**src/rtl/core/aes_pkg.sv**
```systemverilog
// AES-128 package: S-box tables, round constants and GF(2^8) helpers.
// Used by the round-key memory controller, the round unit and the top level.
package aes_pkg;

    localparam int ROUNDS_DEF = 10;
    localparam int KEY_WIDTH  = 64;
    localparam int BLK_WIDTH  = 64;

    // Configuration register indexes.
    localparam logic [0:0] REG_KEY_HIGH = 1'b0;
    localparam logic [0:0] REG_KEY_LOW  = 1'b1;

    // Command codes.
    localparam logic CMD_ENCRYPT = 1'b0;
    localparam logic CMD_DECRYPT = 1'b1;

    // Key schedule status passed from the key unit to the datapath.
    typedef struct packed {
        logic busy;
    } key_status_t;

    function automatic logic [7:0] fwd_sbox(input logic [7:0] x);
        logic [7:0] t [256];
        t = '{
            8'h63,8'h7c,8'h77,8'h7b,8'hf2,8'h6b,8'h6f,8'hc5,8'h30,8'h01,8'h67,8'h2b,8'hfe,8'hd7,8'hab,8'h76,
            8'hca,8'h82,8'hc9,8'h7d,8'hfa,8'h59,8'h47,8'hf0,8'had,8'hd4,8'ha2,8'haf,8'h9c,8'ha4,8'h72,8'hc0,
            8'hb7,8'hfd,8'h93,8'h26,8'h36,8'h3f,8'hf7,8'hcc,8'h34,8'ha5,8'he5,8'hf1,8'h71,8'hd8,8'h31,8'h15,
            8'h04,8'hc7,8'h23,8'hc3,8'h18,8'h96,8'h05,8'h9a,8'h07,8'h12,8'h80,8'he2,8'heb,8'h27,8'hb2,8'h75,
            8'h09,8'h83,8'h2c,8'h1a,8'h1b,8'h6e,8'h5a,8'ha0,8'h52,8'h3b,8'hd6,8'hb3,8'h29,8'he3,8'h2f,8'h84,
            8'h53,8'hd1,8'h00,8'hed,8'h20,8'hfc,8'hb1,8'h5b,8'h6a,8'hcb,8'hbe,8'h39,8'h4a,8'h4c,8'h58,8'hcf,
            8'hd0,8'hef,8'haa,8'hfb,8'h43,8'h4d,8'h33,8'h85,8'h45,8'hf9,8'h02,8'h7f,8'h50,8'h3c,8'h9f,8'ha8,
            8'h51,8'ha3,8'h40,8'h8f,8'h92,8'h9d,8'h38,8'hf5,8'hbc,8'hb6,8'hda,8'h21,8'h10,8'hff,8'hf3,8'hd2,
            8'hcd,8'h0c,8'h13,8'hec,8'h5f,8'h97,8'h44,8'h17,8'hc4,8'ha7,8'h7e,8'h3d,8'h64,8'h5d,8'h19,8'h73,
            8'h60,8'h81,8'h4f,8'hdc,8'h22,8'h2a,8'h90,8'h88,8'h46,8'hee,8'hb8,8'h14,8'hde,8'h5e,8'h0b,8'hdb,
            8'he0,8'h32,8'h3a,8'h0a,8'h49,8'h06,8'h24,8'h5c,8'hc2,8'hd3,8'hac,8'h62,8'h91,8'h95,8'he4,8'h79,
            8'he7,8'hc8,8'h37,8'h6d,8'h8d,8'hd5,8'h4e,8'ha9,8'h6c,8'h56,8'hf4,8'hea,8'h65,8'h7a,8'hae,8'h08,
            8'hba,8'h78,8'h25,8'h2e,8'h1c,8'ha6,8'hb4,8'hc6,8'he8,8'hdd,8'h74,8'h1f,8'h4b,8'hbd,8'h8b,8'h8a,
            8'h70,8'h3e,8'hb5,8'h66,8'h48,8'h03,8'hf6,8'h0e,8'h61,8'h35,8'h57,8'hb9,8'h86,8'hc1,8'h1d,8'h9e,
            8'he1,8'hf8,8'h98,8'h11,8'h69,8'hd9,8'h8e,8'h94,8'h9b,8'h1e,8'h87,8'he9,8'hce,8'h55,8'h28,8'hdf,
            8'h8c,8'ha1,8'h89,8'h0d,8'hbf,8'he6,8'h42,8'h68,8'h41,8'h99,8'h2d,8'h0f,8'hb0,8'h54,8'hbb,8'h16
        };
        return t[x];
    endfunction

    function automatic logic [7:0] inv_sbox(input logic [7:0] x);
        logic [7:0] t [256];
        t = '{
            8'h52,8'h09,8'h6a,8'hd5,8'h30,8'h36,8'ha5,8'h38,8'hbf,8'h40,8'ha3,8'h9e,8'h81,8'hf3,8'hd7,8'hfb,
            8'h7c,8'he3,8'h39,8'h82,8'h9b,8'h2f,8'hff,8'h87,8'h34,8'h8e,8'h43,8'h44,8'hc4,8'hde,8'he9,8'hcb,
            8'h54,8'h7b,8'h94,8'h32,8'ha6,8'hc2,8'h23,8'h3d,8'hee,8'h4c,8'h95,8'h0b,8'h42,8'hfa,8'hc3,8'h4e,
            8'h08,8'h2e,8'ha1,8'h66,8'h28,8'hd9,8'h24,8'hb2,8'h76,8'h5b,8'ha2,8'h49,8'h6d,8'h8b,8'hd1,8'h25,
            8'h72,8'hf8,8'hf6,8'h64,8'h86,8'h68,8'h98,8'h16,8'hd4,8'ha4,8'h5c,8'hcc,8'h5d,8'h65,8'hb6,8'h92,
            8'h6c,8'h70,8'h48,8'h50,8'hfd,8'hed,8'hb9,8'hda,8'h5e,8'h15,8'h46,8'h57,8'ha7,8'h8d,8'h9d,8'h84,
            8'h90,8'hd8,8'hab,8'h00,8'h8c,8'hbc,8'hd3,8'h0a,8'hf7,8'he4,8'h58,8'h05,8'hb8,8'hb3,8'h45,8'h06,
            8'hd0,8'h2c,8'h1e,8'h8f,8'hca,8'h3f,8'h0f,8'h02,8'hc1,8'haf,8'hbd,8'h03,8'h01,8'h13,8'h8a,8'h6b,
            8'h3a,8'h91,8'h11,8'h41,8'h4f,8'h67,8'hdc,8'hea,8'h97,8'hf2,8'hcf,8'hce,8'hf0,8'hb4,8'he6,8'h73,
            8'h96,8'hac,8'h74,8'h22,8'he7,8'had,8'h35,8'h85,8'he2,8'hf9,8'h37,8'he8,8'h1c,8'h75,8'hdf,8'h6e,
            8'h47,8'hf1,8'h1a,8'h71,8'h1d,8'h29,8'hc5,8'h89,8'h6f,8'hb7,8'h62,8'h0e,8'haa,8'h18,8'hbe,8'h1b,
            8'hfc,8'h56,8'h3e,8'h4b,8'hc6,8'hd2,8'h79,8'h20,8'h9a,8'hdb,8'hc0,8'hfe,8'h78,8'hcd,8'h5a,8'hf4,
            8'h1f,8'hdd,8'ha8,8'h33,8'h88,8'h07,8'hc7,8'h31,8'hb1,8'h12,8'h10,8'h59,8'h27,8'h80,8'hec,8'h5f,
            8'h60,8'h51,8'h7f,8'ha9,8'h19,8'hb5,8'h4a,8'h0d,8'h2d,8'he5,8'h7a,8'h9f,8'h93,8'hc9,8'h9c,8'hef,
            8'ha0,8'he0,8'h3b,8'h4d,8'hae,8'h2a,8'hf5,8'hb0,8'hc8,8'heb,8'hbb,8'h3c,8'h83,8'h53,8'h99,8'h61,
            8'h17,8'h2b,8'h04,8'h7e,8'hba,8'h77,8'hd6,8'h26,8'he1,8'h69,8'h14,8'h63,8'h55,8'h21,8'h0c,8'h7d
        };
        return t[x];
    endfunction

    // Round constant for schedule round r (indexes above 10 give 8'h8d, as index 0 does).
    function automatic logic [7:0] rcon(input logic [3:0] r);
        logic [7:0] v;
        v = 8'h00;
        unique case (r)
            4'd0:    v = 8'h8d;
            4'd1:    v = 8'h01;
            4'd2:    v = 8'h02;
            4'd3:    v = 8'h04;
            4'd4:    v = 8'h08;
            4'd5:    v = 8'h10;
            4'd6:    v = 8'h20;
            4'd7:    v = 8'h40;
            4'd8:    v = 8'h80;
            4'd9:    v = 8'h1b;
            4'd10:   v = 8'h36;
            default: v = 8'h8d;
        endcase
        return v;
    endfunction

    function automatic logic [7:0] xtime(input logic [7:0] x);
        return {x[6:0], 1'b0} ^ (x[7] ? 8'h1b : 8'h00);
    endfunction

    function automatic logic [31:0] sub_word(input logic [31:0] w);
        return {fwd_sbox(w[31:24]), fwd_sbox(w[23:16]), fwd_sbox(w[15:8]), fwd_sbox(w[7:0])};
    endfunction

endpackage

```
**src/rtl/core/aes_ram.sv**
```systemverilog
// Generic single-port-write, single-port-read RAM with a registered read.
// Self-contained; used for the round-key schedule.
module aes_ram #(
    parameter int WIDTH = 32,
    parameter int DEPTH = 44
) (
    input  logic                     clk,
    input  logic                     we,
    input  logic [$clog2(DEPTH)-1:0] waddr,
    input  logic [WIDTH-1:0]         wdata,
    input  logic [$clog2(DEPTH)-1:0] raddr,
    output logic [WIDTH-1:0]         rdata
);
    logic [WIDTH-1:0] mem [DEPTH];

    // Write and registered read.
    always_ff @(posedge clk)
    begin
        if (we)
        begin
            mem[waddr] <= wdata;
        end
        rdata <= mem[raddr];
    end
endmodule

```
**src/rtl/core/aes_keysched.sv**
```systemverilog
// Round-key schedule: key registers and an expansion sequencer that writes
// 44 words into the schedule RAM, one word a cycle. Uses aes_pkg and aes_ram.
module aes_keysched #(
    parameter int ROUNDS = aes_pkg::ROUNDS_DEF,
    localparam int WORDS = 4 * (ROUNDS + 1),
    localparam int AW    = $clog2(WORDS)
) (
    input  logic                 clk,
    input  logic                 rst_n,
    input  logic                 cfg_write,
    input  logic [0:0]           cfg_sel,
    input  logic                 cfg_in_range,
    input  logic [63:0]          cfg_data,
    input  logic [AW-1:0]        rk_addr,
    output logic [31:0]          rk_word,
    output aes_pkg::key_status_t status
);
    logic [63:0]   key_high_reg, key_high_next;
    logic [63:0]   key_low_reg, key_low_next;
    logic          busy_reg, busy_next;
    logic [AW-1:0] widx_reg, widx_next;
    // Last four generated words, w[i-4] in slot 0 and w[i-1] in slot 3.
    logic [31:0]   win_reg [4];
    logic [31:0]   win_next [4];
    logic [31:0]   new_word;
    logic [31:0]   t;
    logic          we;
    logic [AW-1:0] raddr;

    // Next schedule word from the sliding window.
    always_comb
    begin
        t = win_reg[3];
        if (widx_reg[1:0] == 2'd0)
        begin
            t = aes_pkg::sub_word({win_reg[3][23:0], win_reg[3][31:24]})
                ^ {aes_pkg::rcon(4'(widx_reg >> 2)), 24'h0};
        end
        if (widx_reg < AW'(4))
        begin
            unique case (widx_reg[1:0])
                2'd0:    new_word = key_high_reg[63:32];
                2'd1:    new_word = key_high_reg[31:0];
                2'd2:    new_word = key_low_reg[63:32];
                default: new_word = key_low_reg[31:0];
            endcase
        end
        else
        begin
            new_word = win_reg[0] ^ t;
        end
    end

    // Sequencer control and key register update.
    always_comb
    begin
        key_high_next = key_high_reg;
        key_low_next  = key_low_reg;
        busy_next     = busy_reg;
        widx_next     = widx_reg;
        win_next      = win_reg;
        if (busy_reg)
        begin
            win_next[0] = win_reg[1];
            win_next[1] = win_reg[2];
            win_next[2] = win_reg[3];
            win_next[3] = new_word;
            widx_next   = widx_reg + AW'(1);
            if (widx_reg == AW'(WORDS - 1))
            begin
                busy_next = 1'b0;
            end
        end
        if (cfg_write && cfg_in_range)
        begin
            if (cfg_sel == aes_pkg::REG_KEY_HIGH)
            begin
                key_high_next = cfg_data;
            end
            else
            begin
                key_low_next = cfg_data;
            end
            busy_next = 1'b1;
            widx_next = '0;
        end
    end

    always_ff @(posedge clk or negedge rst_n)
    begin
        if (!rst_n)
        begin
            key_high_reg <= '0;
            key_low_reg  <= '0;
            busy_reg     <= 1'b1;
            widx_reg     <= '0;
        end
        else
        begin
            key_high_reg <= key_high_next;
            key_low_reg  <= key_low_next;
            busy_reg     <= busy_next;
            widx_reg     <= widx_next;
        end
    end

    always_ff @(posedge clk)
    begin
        win_reg <= win_next;
    end

    assign we            = busy_reg;
    assign raddr         = rk_addr;
    assign status.busy   = busy_reg;

    aes_ram #(.WIDTH(32), .DEPTH(WORDS)) u_sched_ram (
        .clk   (clk),
        .we    (we),
        .waddr (widx_reg),
        .wdata (new_word),
        .raddr (raddr),
        .rdata (rk_word)
    );
endmodule

```
**config.mk**
```make
export PLATFORM = sky130hd
export DESIGN_NAME = aes_keysched
export DESIGN_NICKNAME = d
export VERILOG_FILES = /design/src/rtl/core/aes_pkg.sv /design/src/rtl/core/aes_ram.sv /design/src/rtl/core/aes_keysched.sv
export SDC_FILE = /design/constraint.sdc
export NUM_CORES = 2
export LEC_CHECK = 0
export ABC_AREA = 1
export BUFFER_PORTS_ARGS = -buffer_cell sky130_fd_sc_hd__buf_2
export CORE_ASPECT_RATIO = 1.4
export CORE_UTILIZATION = 30
export CTS_BUF_LIST = sky130_fd_sc_hd__clkbuf_4
export DETAILED_ROUTE_END_ITERATION = 10
export GPL_TIMING_DRIVEN = 0
export MAX_ROUTING_LAYER = met4
export SYNTH_ARGS = -nofsm -noshare
export SYNTH_HDL_FRONTEND = slang
export SYNTH_SLANG_ARGS = --single-unit
```
**constraint.sdc**
```tcl
create_clock -name clk -period 7.4 [get_ports clk]
set_clock_uncertainty 0.05 [all_clocks]
set_input_delay 1.48 -clock clk [delete_from_list [all_inputs] [get_ports clk]]
set_output_delay 1.48 -clock clk [all_outputs]
set_load 0.005 [all_outputs]
```
# ---- Word level (Yosys, flattened, before mapping)
# Memory sizes are Yosys's and may differ from the RTL's. A register that Yosys moved wholly into a read port is not among the register bits.
# Cells that the tools add are included.
dict set report totals {
  reg_bits 263
  mem_bits_rw 1408
  mem_bits_ro 8320
  memories 6
}
dict set report classes {
  n_addsub 1
  n_lt_le_gt_ge 5
  eq_ne 3
  mux 19
  n_bitwise 7
  n_reduce_logical 5
}
# name depth word_bits read_ports rd_clocked_by_memory_dff write_ports line
set mem_list {}
lappend mem_list {{(name not given)} 256 8 1 0 0 aes_pkg.sv:42} ;# return t[x];
lappend mem_list {{(name not given)} 256 8 1 0 0 aes_pkg.sv:42}
lappend mem_list {{(name not given)} 256 8 1 0 0 aes_pkg.sv:42}
lappend mem_list {{(name not given)} 256 8 1 0 0 aes_pkg.sv:42}
lappend mem_list {u_sched_ram.mem 44 32 1 1 1 aes_ram.sv:14} ;# logic [WIDTH-1:0] mem [DEPTH];
lappend mem_list {{(name not given)} 16 8 1 0 0 aes_pkg.sv:72} ;# unique case (r)
# cell count
set ops {}
lappend ops {{$pmux W32 S3} 1}
lappend ops {{$mux W8} 9}
lappend ops {{$mux W32} 2}
lappend ops {{$xor A32 B32 Y32} 2}
lappend ops {{$ge A9 B9 Y1 const B} 4}
lappend ops {{$not A8 Y9} 4}
lappend ops {{$mux W6} 2}
lappend ops {{$add A6 B1 Y6 const B} 1}
lappend ops {{$eq A6 B6 Y1 const B} 1}
lappend ops {{$lt A6 B3 Y1 const B} 1}
lappend ops {{$mux W1} 5}
lappend ops {{$reduce_and A2 Y1} 2}
lappend ops {{$eq A2 B1 Y1 const B} 1}
lappend ops {{$eq A2 B2 Y1 const B} 1}
lappend ops {{$logic_not A2 Y1} 1}
lappend ops {{$reduce_bool A2 Y1} 1}
lappend ops {{$logic_and A1 B1 Y1} 1}
lappend ops {{$not A1 Y1} 1}

# ---- Depth between registers and ports, before layout
dict set report depth {
  ltp_word 8
  ltp_mapped 20
  mapped_depth_nobuf 19
}

# ---- Hierarchy
# From an unflattened synthesis, not the netlist that was laid out.
dict set report hier_totals {
  hier_cells 8111
  area_unflattened_um2 79409.9
}
# mod n_inst cells_each area_per_inst_um2
set modules_own_cells {}
lappend modules_own_cells {aes_ram 1 4670 57167.3}
lappend modules_own_cells {aes_keysched 1 3441 22242.6}

# ---- Worst setup path before layout
# No wires, ideal clock.
dict set report synth_path {
  kind {reg2reg}
  start {register busy_reg, in the netlist status}
  end {memory u_sched_ram.mem[28][0], enable pin}
  arrival_ps 5537
  t_required_ps 6849
  slack_ps 1311
  path_stages_with_launch 5
  path_buffers 0
  synth_period_minus_slack_ps 6089
  cell_sequence {dfstp_2 nand2_1 nor2_1 inv_1 nor4_1}
}
dict set report synth_between {
  elab_chain_len 2
}
# element line
set synth_lines {}
lappend synth_lines {{start, declared} aes_keysched.sv:20} ;# logic busy_reg, busy_next;
lappend synth_lines {{start signal, assigned} aes_keysched.sv:102} ;# busy_reg <= busy_next;
lappend synth_lines {{$mux W1} aes_ram.sv:19} ;# if (we)
lappend synth_lines {{$mux W1 (not written as such)} aes_ram.sv:21} ;# mem[waddr] <= wdata;
lappend synth_lines {{end, declared} aes_ram.sv:14}
# No other way between the ends.

# ---- Worst setup path in the final report
dict set report layout_path {
  start {register win_reg[25] (netlist name)}
  end {memory u_sched_ram.mem[32][7], data pin}
}
dict set report layout_between {
  elab_chain_len 8
}
# element line
set layout_lines {}
lappend layout_lines {{start, declared} aes_keysched.sv:23} ;# logic [31:0] win_reg [4];
lappend layout_lines {{start signal, assigned} aes_keysched.sv:109} ;# win_reg <= win_next;
lappend layout_lines {{$not A8 Y9 (not written as such)} aes_pkg.sv:42}
lappend layout_lines {{$mem_v2 Z256 W8} n/a}
lappend layout_lines {{$mux W8 (not written as such) (2 in a row)} aes_pkg.sv:42}
lappend layout_lines {{$xor A32 B32 Y32} aes_keysched.sv:37} ;# ^ {aes_pkg::rcon(4'(widx_reg >> 2)), 24'h0};
lappend layout_lines {{$mux W32} aes_keysched.sv:34} ;# if (widx_reg[1:0] == 2'd0)
lappend layout_lines {{$xor A32 B32 Y32} aes_keysched.sv:50} ;# new_word = win_reg[0] ^ t;
lappend layout_lines {{$mux W32} aes_keysched.sv:39} ;# if (widx_reg < AW'(4))
lappend layout_lines {{named net new_word[7]} aes_keysched.sv:25} ;# logic [31:0] new_word;
# The timed path passes the listed nets, and every way through them passes these cells. The select of a mux whose other input is x is not followed.

==> results summary <==
The flow ran to the end, and the final reports show no timing, DRC or antenna violations. STA classifies the critical path startpoint as a flop. The tightest hold path in the finished design has a slack of 0.342 ns. The synthesized netlist net count is 7,722. TritonCTS built the clock tree. The endpoint arrival time on the critical path is 6.26 ns. The number of buffers added on ports is 105. The maximum root-to-sink buffer count came out at 4.

Routability-driven placement finished with a final weighted congestion of 1.01. The final critical path takes up 72.3% of the cycle. The number of antenna violations at the first check in global routing was 15. The number of failing hold endpoints at the final stage was 0. The number of detailed-routing iterations run before antenna repair came out at 9. By area, the combinational part of the netlist is dominated by simple AND/OR/NAND/NOR gates. CTS built an H-tree with a depth of 5.

Detailed routing inserted a total of 68,300 vias. The final max-slew violation count came to 0. The startpoint identified for the worst register-to-register timing path is win_reg[25]. The vertical extent of the die is 605 um. The sum of net half-perimeters after detailed placement is 270 mm. The adder-cell share of the synthesized area is 1.08%.

Yosys mapped a number of flops with a built-in enable equal to 1,536. The post-synthesis share of cell area spent on and, or, nand and nor gates is 16.2%. The power density over cell area came out at 483 nW/um^2. sky130_fd_sc_hd__edfxtp_1 is the most common cell in the netlist. Once detail routing completed, the nets flagged for antenna violations numbered 0. The number of global-route vias before repair came out at 65,900.

Summing the areas of all xor and xnor instances in the mapped netlist gives 0% of the synthesized area. The number of clock sinks came out at 1,703. The cell sitting at the root of the clock tree is a sky130_fd_sc_hd__clkbuf_4. The share of synthesized registers carrying an async set or reset came out at 7.93%. The sequential element share of the synthesized area came out at 64.3%. The pin count of the biggest net entering global routing is 97. The required time of the critical path came out at 8.31 ns. The count of cells resized by post-cts repair came out at 0. For this run, the number of Yosys warnings is 0. The mapped netlist covers 78,000 sq um.

In the final routed layout, each cell accounts on average for 31.3 um. The region available for standard cell placement spans 259,000 sq um. sky130_fd_sc_hd__edfxtp_1 takes more of the synthesized area than any other cell. The number of vias per cell is 5.70.

The setup slack of the worst register-to-register path is 2.05 ns. Global routing used 28.7% of the available tracks. The critical path is of the reg -> reg type. The number of DRC markers after the initial detailed-route iteration came out at 9,004. The netlist uses 46 different library cells. Setup violations remaining at the end of the flow were counted as 0. The first global-routing pass estimated 514 mm of wire.

The count of unresolved DRC violations after routing is 0. The number of placement rows is 221. The final layout contains 8,355 nets.

During I/O placement, the number of pins put on the boundary was 108. The die covers 262,000 sq um. For this configuration, the core starts out at a cell density of 30.2%.

Summing the areas of all compound-gate instances in the mapped netlist gives 14.0% of the synthesized area. The buffers inserted during post-CTS setup optimization is 0. The largest vdd supply drop came out at 0.000324 V. The total leakage power is 32.5 nW. For the worst-skew pair, the clock arrives at the later sink with an insertion delay of 1.41 ns.

In this run the worst hold path is classified as in -> reg. Counting instances in the post-synthesis netlist gives the leading cell types as sky130_fd_sc_hd__edfxtp_1 (1,536), sky130_fd_sc_hd__o21ai_0 (1,125), sky130_fd_sc_hd__nand2_1 (1,076), sky130_fd_sc_hd__nor2_1 (1,066), sky130_fd_sc_hd__nand3_1 (781). The transition time of the tightest slew-check pin came out at 1.37 ns. The maximum clock frequency came out at 187 MHz. In the synthesized netlist the dominant register cell turns out to be sky130_fd_sc_hd__edfxtp_1.

Tracing the worst setup path back leads to its startpoint at win_reg[25]. The number of buffers added by the clock tree synthesis step came out at 434. The number of flip-flops in the largest register is 1,408.

The top fanout value on the critical path came out at 44. The clock transition time at the flip-flop clock pins of the worst setup and hold paths is 0.07 ns. In this run the most critical hold path is launched from cfg_data[50]. The time the final worst path needs with I/O delays and setup is 5.35 ns. After technology mapping, the gate count stands at 7,580. The number of max-cap violations came out at 0. After synthesis, the largest area contributor takes up 59.2% of total cell area. The total grt overflow is 0. The multiplexer area fraction after synthesis is 0.0128%. The width of the die is 433 um. After detailed routing, the total wire length is 375 mm. After synthesis, the cell types taking the most area are sky130_fd_sc_hd__edfxtp_1 (59%), sky130_fd_sc_hd__o21ai_0 (7.2%), sky130_fd_sc_hd__nand2_1 (5.2%). Setup repair after global routing left no endpoint under its margin. The worst slew margin relative to its limit is 8.77%. The post-layout utilization of the core came out at 34.9%.

The sort of element at the end of the critical path is a flop. Relative to the synthesized area, the layout overhead comes to 15.8%. The synthesized flop and latch total came out at 1,703. A synthesized cell averages 10.3 sq um. The share of final-layout standard cells stronger than drive strength 1 is 13.8%.
[per-stage QoR]
stage | TNS (ns) | power (mW) | area (sq um) | setup WS, ns | instances
4_1_cts | 0 | 43.0 | 90200 | 2.21 | 12000
3_5_place_dp | 0 | 35.2 | 85000 | 2.05 | 11200
3_3_place_gp | -452.92 | 34.8 | 82800 | -5.23 | 11100
6_report | 0 | 43.6 | 90300 | 2.05 | 12000
5_1_grt | 0 | 44.8 | 90200 | 2.10 | 12000
2_1_floorplan | 0 | 24.6 | 78000 | 1.31 | 7580
[final timing paths]
kind,to,cells past startpoint
min reg2reg,win_reg[121],0
min,key_high_reg[50],3
max,u_sched_ram.mem[32][7],16
max reg2reg,u_sched_ram.mem[32][7],16
max in group asynchronous,key_low_reg[45],3
min in group asynchronous,widx_reg[2],2
[layer usage]
layer / GRT usage (%) / share of wire (%)
met4: 19.4 / 7.8
met1: 32.3 / 35
met2: 47.0 / 48
met5: - / 0
met3: 4.58 / 8.4
[cell usage in the layout, fill, tap and decap left out, types with 134 or more instances in the layout]
master	Yosys	routed
sky130_fd_sc_hd__o21ai_0	1125	1125
sky130_fd_sc_hd__nand2_1	1076	1044
sky130_fd_sc_hd__clkbuf_4	0	602
sky130_fd_sc_hd__nand3_1	781	781
sky130_fd_sc_hd__buf_2	144	248
sky130_fd_sc_hd__edfxtp_1	1536	1536
sky130_fd_sc_hd__a21oi_1	173	173
sky130_fd_sc_hd__nor2_1	1066	1025
sky130_fd_sc_hd__dfrtp_1	134	134
sky130_fd_sc_hd__inv_1	240	240
sky130_fd_sc_hd__o22ai_1	379	379
sky130_fd_sc_hd__clkbuf_1	314	314
[cells by family (layout without fill, tap and decap cells)]
family | count (synthesis) | after routing
AO/OA/AOI/OAI | 1974 | 1974
adder cells (fa/ha/maj) | 67 | 67
buffers and inverters | 806 | 1733
flip-flops | 1703 | 1703
multiplexers | 1 | 1
other | 0 | 14
AND/OR/NAND/NOR | 3029 | 3029
[where the power goes]
| group | leakage (nW) | total, mW | switching (mW) | internal (mW) |
|---|---|---|---|---|
| sequential | 16.0 | 15.3 | 0.593 | 14.7 |
| clock | 3.15 | 7.86 | 3.88 | 3.98 |
| combinational | 13.3 | 20.4 | 16.1 | 4.30 |
| total | 32.5 | 43.6 | 20.6 | 23.0 |
[timing repair]
| action | in CTS | in global routing |
|---|---|---|
| endpoints found under the setup margin | 0 | 0 |
| hold buffers | 1 | 0 |
| endpoints found under the hold margin | 38 | 0 |
[layout make-up]
type                    instances  area (sq um)
diodes                         14          35.0
repair buffers                197          2280
inverters                     264           991
clock inverters               128           717
fillers                     26200        168000
well taps                    3456          4320
flip-flops and latches       1703         50100
clock buffers                 602          4520
multi-input cells            5071         24800
plain buffers                 542          2450
[critical path, stage by stage, from the launching register on]
cell and delay [ns]:
sky130_fd_sc_hd__edfxtp_1 0.73, sky130_fd_sc_hd__buf_2 0.38, sky130_fd_sc_hd__inv_1 0.29, sky130_fd_sc_hd__ha_1 0.45, sky130_fd_sc_hd__inv_1 0.18, sky130_fd_sc_hd__nand2_1 0.18
sky130_fd_sc_hd__o21ai_0 0.55, sky130_fd_sc_hd__o21ai_0 0.34, sky130_fd_sc_hd__o21ai_1 0.42, sky130_fd_sc_hd__nand2_1 0.10, sky130_fd_sc_hd__nand3_1 0.12, sky130_fd_sc_hd__nand3_1 0.43
sky130_fd_sc_hd__nand2_1 0.19, sky130_fd_sc_hd__nand2_1 0.07, sky130_fd_sc_hd__nand3_1 0.08, sky130_fd_sc_hd__nand2_2 0.10, sky130_fd_sc_hd__buf_16 0.20
(Power assumes the default switching activity.)
